[config.mk]
export PLATFORM = sky130hd
export DESIGN_NAME = single_wire_sensor_frame_decoder_top
export DESIGN_NICKNAME = d
export VERILOG_FILES = /design/src/rtl/core/swsfd_pkg.sv /design/src/rtl/core/swsfd_csr.sv /design/src/rtl/core/swsfd_capture.sv /design/src/rtl/core/swsfd_convert.sv /design/src/rtl/core/swsfd_outq.sv /design/src/rtl/core/single_wire_sensor_frame_decoder_top.sv
export SDC_FILE = /design/constraint.sdc
export NUM_CORES = 1
export LEC_CHECK = 0
export BUFFER_PORTS_ARGS = -buffer_cell sky130_fd_sc_hd__buf_2
export CORE_MARGIN = 4
export CORE_UTILIZATION = 55
export CTS_CLUSTER_SIZE = 14
export DETAILED_ROUTE_END_ITERATION = 10
export HOLD_SLACK_MARGIN = 0.1
export PLACE_DENSITY = 0.76
export SYNTH_ARGS = -nofsm -noshare
export SYNTH_HDL_FRONTEND = slang
export SYNTH_SLANG_ARGS = --single-unit
[constraint.sdc]
create_clock -name clock -period 11.7 [get_ports clock]
set_input_delay 2.34 -clock clock [delete_from_list [all_inputs] [get_ports clock]]
set_output_delay 2.34 -clock clock [all_outputs]
set_load 0.05 [all_outputs]
[src/rtl/core/swsfd_pkg.sv]
// ---------------------------------------------------------------------------
// Single-wire sensor frame decoder package
// Shared constants, register map, request codes and structs.
// ---------------------------------------------------------------------------
`default_nettype none

package swsfd_pkg;

   // Frame layout
   localparam int FRAME_BITS   = 40;
   localparam int FRAME_IDX_W  = $clog2(FRAME_BITS);
   localparam int BIT_COUNT_W  = $clog2(FRAME_BITS + 1);
   localparam int BYTE_W       = 8;
   localparam int WORD_W       = 16;

   // Timer width default, and width of the timing registers
   localparam int TIME_WIDTH_DEFAULT = 16;
   localparam int CFG_WIDTH          = 16;

   // Register reset values
   localparam logic [CFG_WIDTH-1:0] GAP_RESET   = CFG_WIDTH'(100);
   localparam logic [CFG_WIDTH-1:0] START_RESET = CFG_WIDTH'(250);

   // Control/status port
   localparam int CSR_DATA_W = 32;
   localparam int CSR_ADDR_W = 3;
   localparam logic CSR_IDX_GAP   = 1'b0;
   localparam logic CSR_IDX_START = 1'b1;

   // Request codes carried on the input tuser
   localparam int REQ_TYPE_W = 2;
   localparam logic [REQ_TYPE_W-1:0] REQ_START   = 2'd0;
   localparam logic [REQ_TYPE_W-1:0] REQ_EDGE    = 2'd1;
   localparam logic [REQ_TYPE_W-1:0] REQ_TIMEOUT = 2'd2;

   // Result packing on the output tdata
   localparam int RSP_FIELDS_W = WORD_W + WORD_W + 1 + BIT_COUNT_W;
   localparam int RSP_DATA_W   = ((RSP_FIELDS_W + 7) / 8) * 8;

   typedef struct packed {
      logic [CFG_WIDTH-1:0] one_bit_gap;
      logic [CFG_WIDTH-1:0] data_start_time;
   } cfg_type;

   typedef struct packed {
      logic                   valid;
      logic [FRAME_BITS-1:0]  frame;
      logic [BIT_COUNT_W-1:0] count;
      logic                   timed_out;
   } frame_event_type;

   typedef struct packed {
      logic                   armed;
      logic [BIT_COUNT_W-1:0] bit_count;
   } capture_status_type;

   typedef struct packed {
      logic [BIT_COUNT_W-1:0] bits_received;
      logic                   checksum_ok;
      logic signed [WORD_W-1:0] temperature;
      logic [WORD_W-1:0]      humidity;
      logic                   timed_out;
   } result_type;

endpackage

`default_nettype wire

[src/rtl/core/swsfd_csr.sv]
// ---------------------------------------------------------------------------
// Configuration registers
// APB-style access to the bit threshold and the data start time.
// ---------------------------------------------------------------------------
`default_nettype none

module swsfd_csr (
   input  wire logic                              clock,
   input  wire logic                              reset,
   input  wire logic                              csr_psel,
   input  wire logic                              csr_penable,
   input  wire logic                              csr_pwrite,
   input  wire logic [swsfd_pkg::CSR_ADDR_W-1:0]  csr_paddr,
   input  wire logic [swsfd_pkg::CSR_DATA_W-1:0]  csr_pwdata,
   output logic      [swsfd_pkg::CSR_DATA_W-1:0]  csr_prdata,
   output logic                                   csr_pready,
   output swsfd_pkg::cfg_type                     cfg
);
   import swsfd_pkg::*;

   logic [CFG_WIDTH-1:0] gap_ff, gap_in;
   logic [CFG_WIDTH-1:0] start_ff, start_in;
   logic                 wr_en;
   logic                 reg_idx;

   assign csr_pready = 1'b1;
   assign wr_en      = csr_psel & csr_penable & csr_pwrite & csr_pready;
   assign reg_idx    = csr_paddr[2];

   always_comb begin
      gap_in   = gap_ff;
      start_in = start_ff;
      if (wr_en) begin
         case (reg_idx)
            CSR_IDX_GAP:   gap_in   = csr_pwdata[CFG_WIDTH-1:0];
            CSR_IDX_START: start_in = csr_pwdata[CFG_WIDTH-1:0];
            default: ;
         endcase
      end
   end

   always_ff @(posedge clock) begin
      if (reset) begin
         gap_ff   <= GAP_RESET;
         start_ff <= START_RESET;
      end else begin
         gap_ff   <= gap_in;
         start_ff <= start_in;
      end
   end

   always_comb begin
      case (reg_idx)
         CSR_IDX_GAP:   csr_prdata = CSR_DATA_W'(gap_ff);
         CSR_IDX_START: csr_prdata = CSR_DATA_W'(start_ff);
         default:       csr_prdata = '0;
      endcase
   end

   assign cfg.one_bit_gap     = gap_ff;
   assign cfg.data_start_time = start_ff;

endmodule

`default_nettype wire

[src/rtl/core/swsfd_capture.sv]
// ---------------------------------------------------------------------------
// Frame capture
// Turns edge timestamps into frame bits and raises a frame event at the
// fortieth bit or on a timeout while armed.
// ---------------------------------------------------------------------------
`default_nettype none

module swsfd_capture #(
   parameter int TIME_WIDTH = swsfd_pkg::TIME_WIDTH_DEFAULT
) (
   input  wire logic                               clock,
   input  wire logic                               reset,
   input  wire logic                               accept,
   input  wire logic [swsfd_pkg::REQ_TYPE_W-1:0]   req_type,
   input  wire logic [TIME_WIDTH-1:0]              edge_time,
   input  swsfd_pkg::cfg_type                      cfg,
   output swsfd_pkg::frame_event_type              evt,
   output swsfd_pkg::capture_status_type           status
);
   import swsfd_pkg::*;

   localparam int CMP_W = (TIME_WIDTH > CFG_WIDTH) ? TIME_WIDTH : CFG_WIDTH;

   logic                   armed_ff, armed_in;
   logic [BIT_COUNT_W-1:0] count_ff, count_in;
   logic [TIME_WIDTH-1:0]  prev_ff, prev_in;
   logic [FRAME_BITS-1:0]  frame_ff, frame_in;

   logic [TIME_WIDTH-1:0]  gap;
   logic                   bit_val;
   logic                   past_preamble;
   logic [FRAME_IDX_W-1:0] bit_idx;

   // The gap wraps with the timer, so a plain modular subtract is enough.
   assign gap           = edge_time - prev_ff;
   assign bit_val       = CMP_W'(gap) > CMP_W'(cfg.one_bit_gap);
   assign past_preamble = CMP_W'(edge_time) > CMP_W'(cfg.data_start_time);
   assign bit_idx       = FRAME_IDX_W'(FRAME_BITS - 1) - count_ff[FRAME_IDX_W-1:0];

   always_comb begin
      armed_in = armed_ff;
      count_in = count_ff;
      prev_in  = prev_ff;
      frame_in = frame_ff;
      evt      = '0;
      if (accept) begin
         case (req_type)
            REQ_START: begin
               armed_in = 1'b1;
               count_in = '0;
               prev_in  = '0;
               frame_in = '0;
            end
            REQ_EDGE: begin
               if (armed_ff) begin
                  prev_in = edge_time;
                  if (past_preamble && (count_ff < BIT_COUNT_W'(FRAME_BITS))) begin
                     frame_in[bit_idx] = bit_val;
                     count_in          = count_ff + BIT_COUNT_W'(1);
                     if (count_in == BIT_COUNT_W'(FRAME_BITS)) begin
                        armed_in      = 1'b0;
                        evt.valid     = 1'b1;
                        evt.frame     = frame_in;
                        evt.count     = count_in;
                        evt.timed_out = 1'b0;
                     end
                  end
               end
            end
            REQ_TIMEOUT: begin
               if (armed_ff) begin
                  armed_in      = 1'b0;
                  evt.valid     = 1'b1;
                  evt.frame     = frame_ff;
                  evt.count     = count_ff;
                  evt.timed_out = 1'b1;
               end
            end
            default: ;
         endcase
      end
   end

   always_ff @(posedge clock) begin
      if (reset) begin
         armed_ff <= 1'b0;
         count_ff <= '0;
      end else begin
         armed_ff <= armed_in;
         count_ff <= count_in;
      end
   end

   // Only read while armed, and a start clears them first.
   always_ff @(posedge clock) begin
      prev_ff  <= prev_in;
      frame_ff <= frame_in;
   end

   assign status.armed     = armed_ff;
   assign status.bit_count = count_ff;

endmodule

`default_nettype wire

[src/rtl/core/swsfd_convert.sv]
// ---------------------------------------------------------------------------
// Frame conversion
// Splits a finished frame into humidity and temperature, turns the
// sign-magnitude temperature into two's complement and checks the checksum.
// ---------------------------------------------------------------------------
`default_nettype none

module swsfd_convert (
   input  swsfd_pkg::frame_event_type evt,
   output swsfd_pkg::result_type      result
);
   import swsfd_pkg::*;

   logic [WORD_W-1:0]   raw_temp;
   logic [WORD_W-1:0]   magnitude;
   logic [BYTE_W-1:0]   byte_sum;

   assign raw_temp  = evt.frame[23:8];
   assign magnitude = {1'b0, raw_temp[WORD_W-2:0]};
   assign byte_sum  = evt.frame[39:32] + evt.frame[31:24] + evt.frame[23:16]
                    + evt.frame[15:8];

   always_comb begin
      result.humidity      = evt.frame[39:24];
      // A set sign bit with zero magnitude negates to zero.
      result.temperature   = raw_temp[WORD_W-1] ? $signed(-magnitude)
                                                : $signed(magnitude);
      result.checksum_ok   = (byte_sum == evt.frame[7:0]);
      result.timed_out     = evt.timed_out;
      result.bits_received = evt.count;
   end

endmodule

`default_nettype wire

[src/rtl/core/swsfd_outq.sv]
// ---------------------------------------------------------------------------
// Result output stage
// Output register with one skid entry, so a new item can be taken while a
// result waits on the consumer.
// ---------------------------------------------------------------------------
`default_nettype none

module swsfd_outq (
   input  wire logic             clock,
   input  wire logic             reset,
   input  wire logic             push,
   input  swsfd_pkg::result_type push_data,
   output logic                  can_accept,
   output logic                  out_valid,
   input  wire logic             out_ready,
   output swsfd_pkg::result_type out_data
);
   import swsfd_pkg::*;

   logic       rsp_valid_ff, rsp_valid_in;
   logic       skid_valid_ff, skid_valid_in;
   result_type rsp_ff, rsp_in;
   result_type skid_ff, skid_in;
   logic       pop;

   assign pop        = rsp_valid_ff & out_ready;
   assign can_accept = ~skid_valid_ff;

   always_comb begin
      rsp_valid_in  = rsp_valid_ff;
      skid_valid_in = skid_valid_ff;
      rsp_in        = rsp_ff;
      skid_in       = skid_ff;
      if (!rsp_valid_ff || pop) begin
         if (skid_valid_ff) begin
            // No push is possible here: the input side is stalled.
            rsp_in        = skid_ff;
            rsp_valid_in  = 1'b1;
            skid_valid_in = 1'b0;
         end else begin
            rsp_in       = push_data;
            rsp_valid_in = push;
         end
      end else if (push) begin
         skid_in       = push_data;
         skid_valid_in = 1'b1;
      end
   end

   always_ff @(posedge clock) begin
      if (reset) begin
         rsp_valid_ff  <= 1'b0;
         skid_valid_ff <= 1'b0;
      end else begin
         rsp_valid_ff  <= rsp_valid_in;
         skid_valid_ff <= skid_valid_in;
      end
   end

   always_ff @(posedge clock) begin
      rsp_ff  <= rsp_in;
      skid_ff <= skid_in;
   end

   assign out_valid = rsp_valid_ff;
   assign out_data  = rsp_ff;

endmodule

`default_nettype wire

[src/rtl/core/single_wire_sensor_frame_decoder_top.sv]
// ---------------------------------------------------------------------------
// Single-wire sensor frame decoder
// Decodes a 40-bit humidity/temperature frame from rising-edge timestamps.
// ---------------------------------------------------------------------------
//  Channel  Direction  Handshake                 Moves
//  req_     in         tvalid/tready             start, edge or timeout request
//  rsp_     out        tvalid/tready             decoded frame, one per frame
//  csr_     in         psel/penable, pready=1    bit threshold, data start time
//
//  A request is taken in the cycle it is offered, one per clock, while the
//  output stage has room.
//  A finished frame's result is registered in the output or the skid entry.
//  The output register plus one skid entry hold results; req_tready drops
//  only while both are occupied.
//  Reset clears the armed flag, the bit count and the output stage; the
//  registers return to a threshold of 100 and a start time of 250 ticks.
// ---------------------------------------------------------------------------
`default_nettype none

module single_wire_sensor_frame_decoder_top #(
   parameter int TIME_WIDTH = swsfd_pkg::TIME_WIDTH_DEFAULT
) (
   input  wire logic                                       clock,
   input  wire logic                                       reset,
   // Request channel
   input  wire logic                                       req_tvalid,
   output logic                                            req_tready,
   // tdata: edge_time, zero padded to whole bytes
   input  wire logic [((TIME_WIDTH + 7) / 8) * 8 - 1:0]    req_tdata,
   // tuser: req_type
   input  wire logic [swsfd_pkg::REQ_TYPE_W-1:0]           req_tuser,
   // Result channel
   output logic                                            rsp_tvalid,
   input  wire logic                                       rsp_tready,
   // tdata: humidity[15:0], temperature[31:16], checksum_ok[32],
   //        bits_received[38:33], zero pad [39]
   output logic [swsfd_pkg::RSP_DATA_W-1:0]                rsp_tdata,
   // tuser: timed_out
   output logic                                            rsp_tuser,
   // Configuration port
   input  wire logic                                       csr_psel,
   input  wire logic                                       csr_penable,
   input  wire logic                                       csr_pwrite,
   input  wire logic [swsfd_pkg::CSR_ADDR_W-1:0]           csr_paddr,
   input  wire logic [swsfd_pkg::CSR_DATA_W-1:0]           csr_pwdata,
   output logic      [swsfd_pkg::CSR_DATA_W-1:0]           csr_prdata,
   output logic                                            csr_pready
);
   import swsfd_pkg::*;

   cfg_type            cfg;
   frame_event_type    evt;
   capture_status_type status;
   result_type         conv_result;
   result_type         out_result;
   logic               req_accept;

   assign req_accept = req_tvalid & req_tready;

   swsfd_csr u_csr (
      .clock       (clock),
      .reset       (reset),
      .csr_psel    (csr_psel),
      .csr_penable (csr_penable),
      .csr_pwrite  (csr_pwrite),
      .csr_paddr   (csr_paddr),
      .csr_pwdata  (csr_pwdata),
      .csr_prdata  (csr_prdata),
      .csr_pready  (csr_pready),
      .cfg         (cfg)
   );

   swsfd_capture #(
      .TIME_WIDTH (TIME_WIDTH)
   ) u_capture (
      .clock     (clock),
      .reset     (reset),
      .accept    (req_accept),
      .req_type  (req_tuser),
      .edge_time (req_tdata[TIME_WIDTH-1:0]),
      .cfg       (cfg),
      .evt       (evt),
      .status    (status)
   );

   swsfd_convert u_convert (
      .evt    (evt),
      .result (conv_result)
   );

   swsfd_outq u_outq (
      .clock      (clock),
      .reset      (reset),
      .push       (evt.valid),
      .push_data  (conv_result),
      .can_accept (req_tready),
      .out_valid  (rsp_tvalid),
      .out_ready  (rsp_tready),
      .out_data   (out_result)
   );

   assign rsp_tdata = RSP_DATA_W'({out_result.bits_received,
                                   out_result.checksum_ok,
                                   out_result.temperature,
                                   out_result.humidity});
   assign rsp_tuser = out_result.timed_out;

   // An accepted start always arms capture with an empty frame.
   assert property (@(posedge clock) disable iff (reset)
      (req_accept && req_tuser == REQ_START)
         |=> (status.armed && status.bit_count == '0))
      else $error("start request did not arm capture");

   // A frame event is only raised while the output stage has room.
   assert property (@(posedge clock) disable iff (reset)
      evt.valid |-> req_tready)
      else $error("frame event raised with output stage full");

   // Complete frames carry forty bits; timeouts always carry fewer.
   assert property (@(posedge clock) disable iff (reset)
      (rsp_tvalid && !rsp_tuser)
         |-> (out_result.bits_received == BIT_COUNT_W'(FRAME_BITS)))
      else $error("complete frame result without forty bits");

   assert property (@(posedge clock) disable iff (reset)
      (rsp_tvalid && rsp_tuser)
         |-> (out_result.bits_received < BIT_COUNT_W'(FRAME_BITS)))
      else $error("timeout result with a full frame");

endmodule

`default_nettype wire
==> summary.md, run 1 <==
| Metric | Value |
|---|---|
| Status | finished clean |
| Max VDD drop | roughly 110 uV |
| Iter 0 DRT Violations | ~800 |
| Critical Path Source Type | primary input |
| Fmax | approximately 90 MHz |
| Avg Vias per Cell | 5.88 |
| Dominant cells by area after synthesis | edfxtp_1, dfxtp_1, ha_1, nand2_1, nor2_1 |
| Die outline width | approximately 150 microns |
| Slew HR | 25.8% |
| Yosys top cell by area | edfxtp_1 |
| Clock Path Buffers | 2 |
| CTS tree | yes |
| Fraction of layout cells with a size suffix above 1 | between 10 and 15% |
| Cells after Synth | 1170 |
| Slowest stage delay, CP | around 0.62 ns |
| Routed WL per cell | 17.8 microns |
| Num rows | roughly 50 |
| Setup TNS | 0 ns |
| Worst-Margin Slew | between 1 and 1.5 ns |
| Kind of critical path | primary input to flop |
| Post-synth EDFFs | around 140 |
| Max_cap viols | 0 |
| Post-cts resize count | 0 |
| Starting Density | a little under three fifths |
| Clk_skew | roughly 0.014 ns |
| Antenna violations before repair | 0 |
| NumNets Final | between 1000 and 1500 |
| Ys Warns | 0 |
| Hold-fix buffers, CTS | 0 |
| H-tree Lvls | 4 |
| CTS clk-pin slew, worst paths | around 0.070 ns |
| Slowest CP cell | or4b_2 |
| Synth cell types | 83 |
| Area grow syn2layout | 11.5% |
| Async SR Flop Fraction | 0% |
| Ant diodes | 0 |
| Pwr/cell area | roughly 120 nW/um^2 |
| Final WL | roughly 27000 microns |
| Endpoints failing setup | 0 |
| Drt first pass iters | 7 |
| Most frequent cells in the layout | nand2_1, edfxtp_1, nor2_1 |
| Mapped cell area | 11000 sq um |
| Final GP Congestion | a little over 0.9 |
| # Post-CTS Setup Buffers | 0 |
| IO buf count | 99 |
| Static leakage | approximately 5.2 nW |
| Total grt overflow | 0 |
| # DRC | 0 |
| Yosys top cell area share | between 30% and 40% |
| Worst hold path class | flop to flop |
| CTS Sinks | 177 |
| Final hold vios | 0 |
| All-Layer GR Usage | between 20% and 30% |
| Largest net degree at the start of global routing | 44 |
| CP required | 11.91 ns |
| Register area share after synthesis | 44.5% |
| Root Driver | clkbuf_16 |
| Dpl hpwl | 19400 microns |
| Hold Worst Slack | between 0.4 and 0.5 ns |
| #FFs+latches synth | roughly 180 |
| Die ar. | ~22000 sq um |
| Clock buffers created by TritonCTS | 17 |
| Die Span Y | 150 microns |
| Clk Latency, worst-skew pair | 0.44 ns |
| Crit path DAT | between 10 and 15 ns |
| Tcrit/Tclk final | approximately 95% |
| Antenna Nets Post-Route | 0 |
| Vias post-DR | around 9000 |
| Crit end category | flop |
| Vias in the first global route | 8399 |
| Synth Area per Inst | approximately 9.4 sq um |
| Fin. max-slew vios | 0 |
| I/O pins | approximately 140 |
| Fin crit period | between 10 and 15 ns |
| Crit Path Max Fanout | 9 |
| RSZ-0062 raised after global routing | false |
| Filler cells | approximately 1600 |
| Leading cell type in the layout, fill and taps excluded | nand2_1 |
| Core Area | between 15000 and 20000 sq um |
| First-pass GRT wire length | 43500 microns |
| Most common flop cell mapped by yosys | edfxtp_1 |
-- worst paths after layout --
path / end / slack, ns / from / depth (start not counted)
max: u_outq.out_data[33] / 0.56 / req_tdata[0] / 36
min: u_csr.gap_ff[8] / 0.46 / u_csr.gap_ff[8] / 2
max reg2reg: u_outq.out_data[33] / 2.30 / u_capture.prev_ff[2] / 34
min reg2reg: u_csr.gap_ff[8] / 0.46 / u_csr.gap_ff[8] / 2
-- logic make-up (layout without fill, tap and decap cells) --
logic type	count (synthesis)	in the layout	synth area share (%)
AOI/OAI and AO/OA	277	277	17.0
muxes	17	17	1.63
other	2	18	0.0681
adders and majority gates	78	78	9.87
buffers and inverters	150	225	5.99
and+or+nand+nor	441	441	18.6
xor gates and xnor gates	28	28	2.39
DFF	177	177	44.5
-- cells in the mapped netlist (all sizes together), types with 9 or more instances --
cell type and n:
nand2b 9, mux2i 12, xor2 10, nand4 10, a22oi 13, o41ai 9
and3 11, edfxtp 136, and2 29, o21ai 54, dfxtp 41, a21o 36
nor2 125, nor3 21, inv 76, ha 63, a21oi 86, fa 15
clkbuf 39, xnor2 18, nand3 29, buf 35, a211o 10, nand2 170
-- report_power, final --
part | total, W | switching (W) | leakage [nW] | internal, W
logic | 0.000193 | 0.000132 | 3.27 | 0.0000615
registers | 0.000690 | 0.00000714 | 1.70 | 0.000683
clock network | 0.000582 | 0.000278 | 0.283 | 0.000304
-- layout make-up --
class                   instances  area [sq um]  share of cell area [%]
clock inverters                15           168                    1.36
flip-flops and latches        177          4900                    39.9
repair buffers                117           631                    5.12
inverters                      76           285                    2.32
clock buffers                  17           425                    3.46
multi-input cells             859          5560                    45.2
well taps                     265           332                    2.69
-- routing by layer --
layer / global-route usage, % / wire length, microns / share of wire (%) / up-vias
met5: 0 / 0 / 0 / -
met4: 8.88 / 813 / 3.0 / 0
met3: 5.12 / 2270 / 8.3 / 77
met2: 37.7 / 12300 / 45 / 401
met1: 34.8 / 11900 / 44 / 4219
li1: - / - / - / 4275
-- state kept, by name, indices dropped and copies added (netlist names) --
| register | flops |
|---|---|
| u_capture.frame_ff | 40 |
| u_outq.out_data | 40 |
| u_outq.skid_ff | 40 |
| u_capture.prev_ff | 16 |
| u_csr.gap_ff | 16 |
| u_csr.start_ff | 16 |
| u_capture.count_ff | 6 |
| u_capture.armed_ff | 1 |
| u_outq.out_valid | 1 |
| u_outq.skid_valid_ff | 1 |
-- per-stage QoR --
step           utilization [%]  total power (W)  setup slack (ns)  instance area [sq um]  instances
3_5_place_dp              59.8         0.000893             0.536                  11700       1494
3_3_place_gp              59.8         0.000888             0.728                  11700       1494
5_1_grt                   62.8          0.00151            0.0218                  12300       1526
4_1_cts                   62.8          0.00147             0.673                  12300       1526
2_1_floorplan                -         0.000845              1.89                  11100       1186
6_report                  62.8          0.00147             0.562                  12300       1526
-- critical path, delay by kind of cell --
family	cells	cell delay (ns)
buffers and inverters	2	0.18
XOR/XNOR	1	0.40
adder cells (fa/ha/maj)	6	1.95
AO/OA/AOI/OAI	17	4.04
AND/OR/NAND/NOR	10	2.41
Note: power is estimated with default switching activity, not from simulation.
==> run 2, diff against run 1 <==
--- a/config.mk
+++ b/config.mk
@@ -11,6 +11,7 @@
 export CTS_CLUSTER_SIZE = 14
 export DETAILED_ROUTE_END_ITERATION = 10
 export HOLD_SLACK_MARGIN = 0.1
+export MAX_ROUTING_LAYER = met4
 export PLACE_DENSITY = 0.76
 export SYNTH_ARGS = -nofsm -noshare
 export SYNTH_HDL_FRONTEND = slang
==> run 2 against run 1 <==
  * Via count is 0.77% lower
  * Largest power group unchanged
  * Register-to-register slack better by 0.28 ns
  * Design area grew 0.26%
  * Critical path depth unchanged
  * Clock-buffer cell count unchanged
  * Core utilization is 0.17 points higher
  * Sequential power is essentially flat
  * Routed wire length fell by 0.61%
==> summary.md, run 2 (synthesis gave the netlist of run 1 again) <==
| Metric | Value |
|---|---|
| Status | finished clean |
| Total grt overflow | 0 (unchanged) |
| DP Cell Count | 1495 (+0.067%) |
| Crit end category | flop |
| # Post-CTS Setup Buffers | 0 (unchanged) |
| IO buf count | 99 (unchanged) |
| Kind of critical path | primary input to flop |
| Fraction of layout cells with a size suffix above 1 | 15.0% (+0.067 points) |
| Clock buffers created by TritonCTS | 17 (unchanged) |
| All-Layer GR Usage | 25.3% (+0.75 points) |
| Die Span Y | 150 microns (unchanged) |
| Setup TNS | 0 ns (unchanged) |
| Avg Vias per Cell | 5.83 (-0.83%) |
| Tcrit/Tclk final | 92.8% (-2.4 points) |
| Num rows | 51 (unchanged) |
| CTS Sinks | 177 (unchanged) |
| CTS tree | yes |
| Antenna Nets Post-Route | 0 (unchanged) |
| I/O pins | 136 (unchanged) |
| Slowest CP cell | or4b_2 |
| Clk Latency, worst-skew pair | 0.44 ns (about the same) |
| Die ar. | 22400 sq um (unchanged) |
| Fin crit period | 10.86 ns (-0.278 ns) |
| Slowest stage delay, CP | 0.62 ns (about the same) |
| Starting Density | 56.3% (unchanged) |
| Ant diodes | 0 (unchanged) |
| Antenna violations before repair | 0 (unchanged) |
| Static leakage | 5.27 nW (+0.39%) |
| Pwr/cell area | 119 nW/um^2 (+0.28%) |
| Post-cts resize count | 0 (unchanged) |
| Area grow syn2layout | 11.8% |
| Final hold vios | 0 (unchanged) |
| Die outline width | 150 microns (unchanged) |
| Drt first pass iters | 6 (-1) |
| Worst hold path class | flop to flop |
| First-pass GRT wire length | 43600 microns (+0.21%) |
| Slew HR | 27.2% (+1.3 points) |
| Clk_skew | 0.0138 ns (-0.000471 ns) |
| H-tree Lvls | 4 (unchanged) |
| Dpl hpwl | 19600 microns (+0.98%) |
| Routed WL per cell | 17.7 microns (-0.68%) |
| Final WL | 27100 microns (-0.61%) |
| Final Non-Filler Cells | 1527 (+0.066%) |
| Final worst slack | 0.841 ns (+0.278 ns) |
| Root Driver | clkbuf_16 |
| Max_cap viols | 0 (unchanged) |
| Core Area | 19600 sq um (unchanged) |
| Iter 0 DRT Violations | 865 (+7.2%) |
| Fin. max-slew vios | 0 (unchanged) |
| Hold-fix buffers, CTS | 0 (unchanged) |
| Vias post-DR | 8903 (-0.77%) |
| RSZ-0062 raised after global routing | false |
| Clock Path Buffers | 2 (unchanged) |
| NumNets Final | 1387 (+0.072%) |
| CP required | 11.93 ns (+0.02 ns) |
| Crit path DAT | 11.09 ns (-0.25 ns) |
| Vias in the first global route | 8314 (-1.0%) |
| Max VDD drop | 106 uV (-0.47%) |
| Crit Path Max Fanout | 9 (unchanged) |
| Hold Worst Slack | 0.457 ns (+0.00148 ns) |
| Largest net degree at the start of global routing | 44 (unchanged) |
| Leading cell type in the layout, fill and taps excluded | nand2_1 |
| R2r setup slk | 2.58 ns (+0.28 ns) |
| Most frequent cells in the layout | nand2_1, edfxtp_1, nor2_1 |
| Critical Path Source Type | primary input |
| Worst-Margin Slew | 1.09 ns (-0.0200 ns) |
| # DRC | 0 (unchanged) |
| CTS clk-pin slew, worst paths | 0.08 ns (about the same) |
| Endpoints failing setup | 0 (unchanged) |
| Finished Cell Area | 12300 sq um (+0.26%) |
| Area after DPL | 11700 sq um (about the same) |
| Fmax | 92.1 MHz (+2.6%) |
| Final GP Congestion | 0.921 (+1.0%) |
| Post-Place Worst Slack | 0.505 ns (-0.0311 ns) |
==> run 2: cell count changes in the layout (fill, tap and decap cells not counted), sizes merged <==
cell / delta
clkinv: +1
clkinvlp: -2
inv: +1
buf: +1
==> run 2: power breakdown <==
group	internal [W]	switching [W]	total, W
clock network	0.000309	0.000281	0.000591
logic	0.0000619	0.000131	0.000193
registers	0.000683	0.00000705	0.000690
total	0.00105	0.000419	0.00147
==> run 2: layout make-up <==
class / instances / area, sq um
clock buffers: 17 / 425
fillers: 1657 / 7250
repair buffers: 118 / 638
inverters: 76 / 285
clock inverters: 15 / 184
flip-flops and latches: 177 / 4900
multi-input cells: 859 / 5570
well taps: 265 / 332
==> run 2: final timing paths <==
check                                           from             endpoint  depth (start not counted)
worst max-delay path                    req_tdata[0]  u_outq.out_data[33]                         36
worst min-delay path                 u_csr.gap_ff[8]      u_csr.gap_ff[8]                          2
worst max register to register  u_capture.prev_ff[2]  u_outq.out_data[33]                         34
worst min register to register       u_csr.gap_ff[8]      u_csr.gap_ff[8]                          2
==> run 2: per-stage QoR <==
step | utilization (%) | total power [W]
2_1_floorplan | - | 0.000845
3_5_place_dp | 59.8 | 0.000892
3_3_place_gp | 59.8 | 0.000888
4_1_cts | 62.9 | 0.00148
5_1_grt | 63.0 | 0.00153
6_report | 63.0 | 0.00147
==> run 2: worst max-delay path: cells and delay by family <==
| kind | cells | cell delay [ns] |
|---|---|---|
| buffers and inverters | 2 | 0.18 |
| and+or+nand+nor | 10 | 2.37 |
| AOI/OAI and AO/OA | 17 | 3.78 |
| adders and majority gates | 6 | 1.97 |
| xor gates and xnor gates | 1 | 0.41 |
==> run 2: routing by layer <==
layer  global-route usage [%]  part of all wire (%)  vias up
li1                         -                     -     4274
met1                     35.4                    45     4199
met2                     38.3                    46      389
met3                     4.15                   7.6       41
met4                     7.78                   1.9        0
met5                        -                     0        -
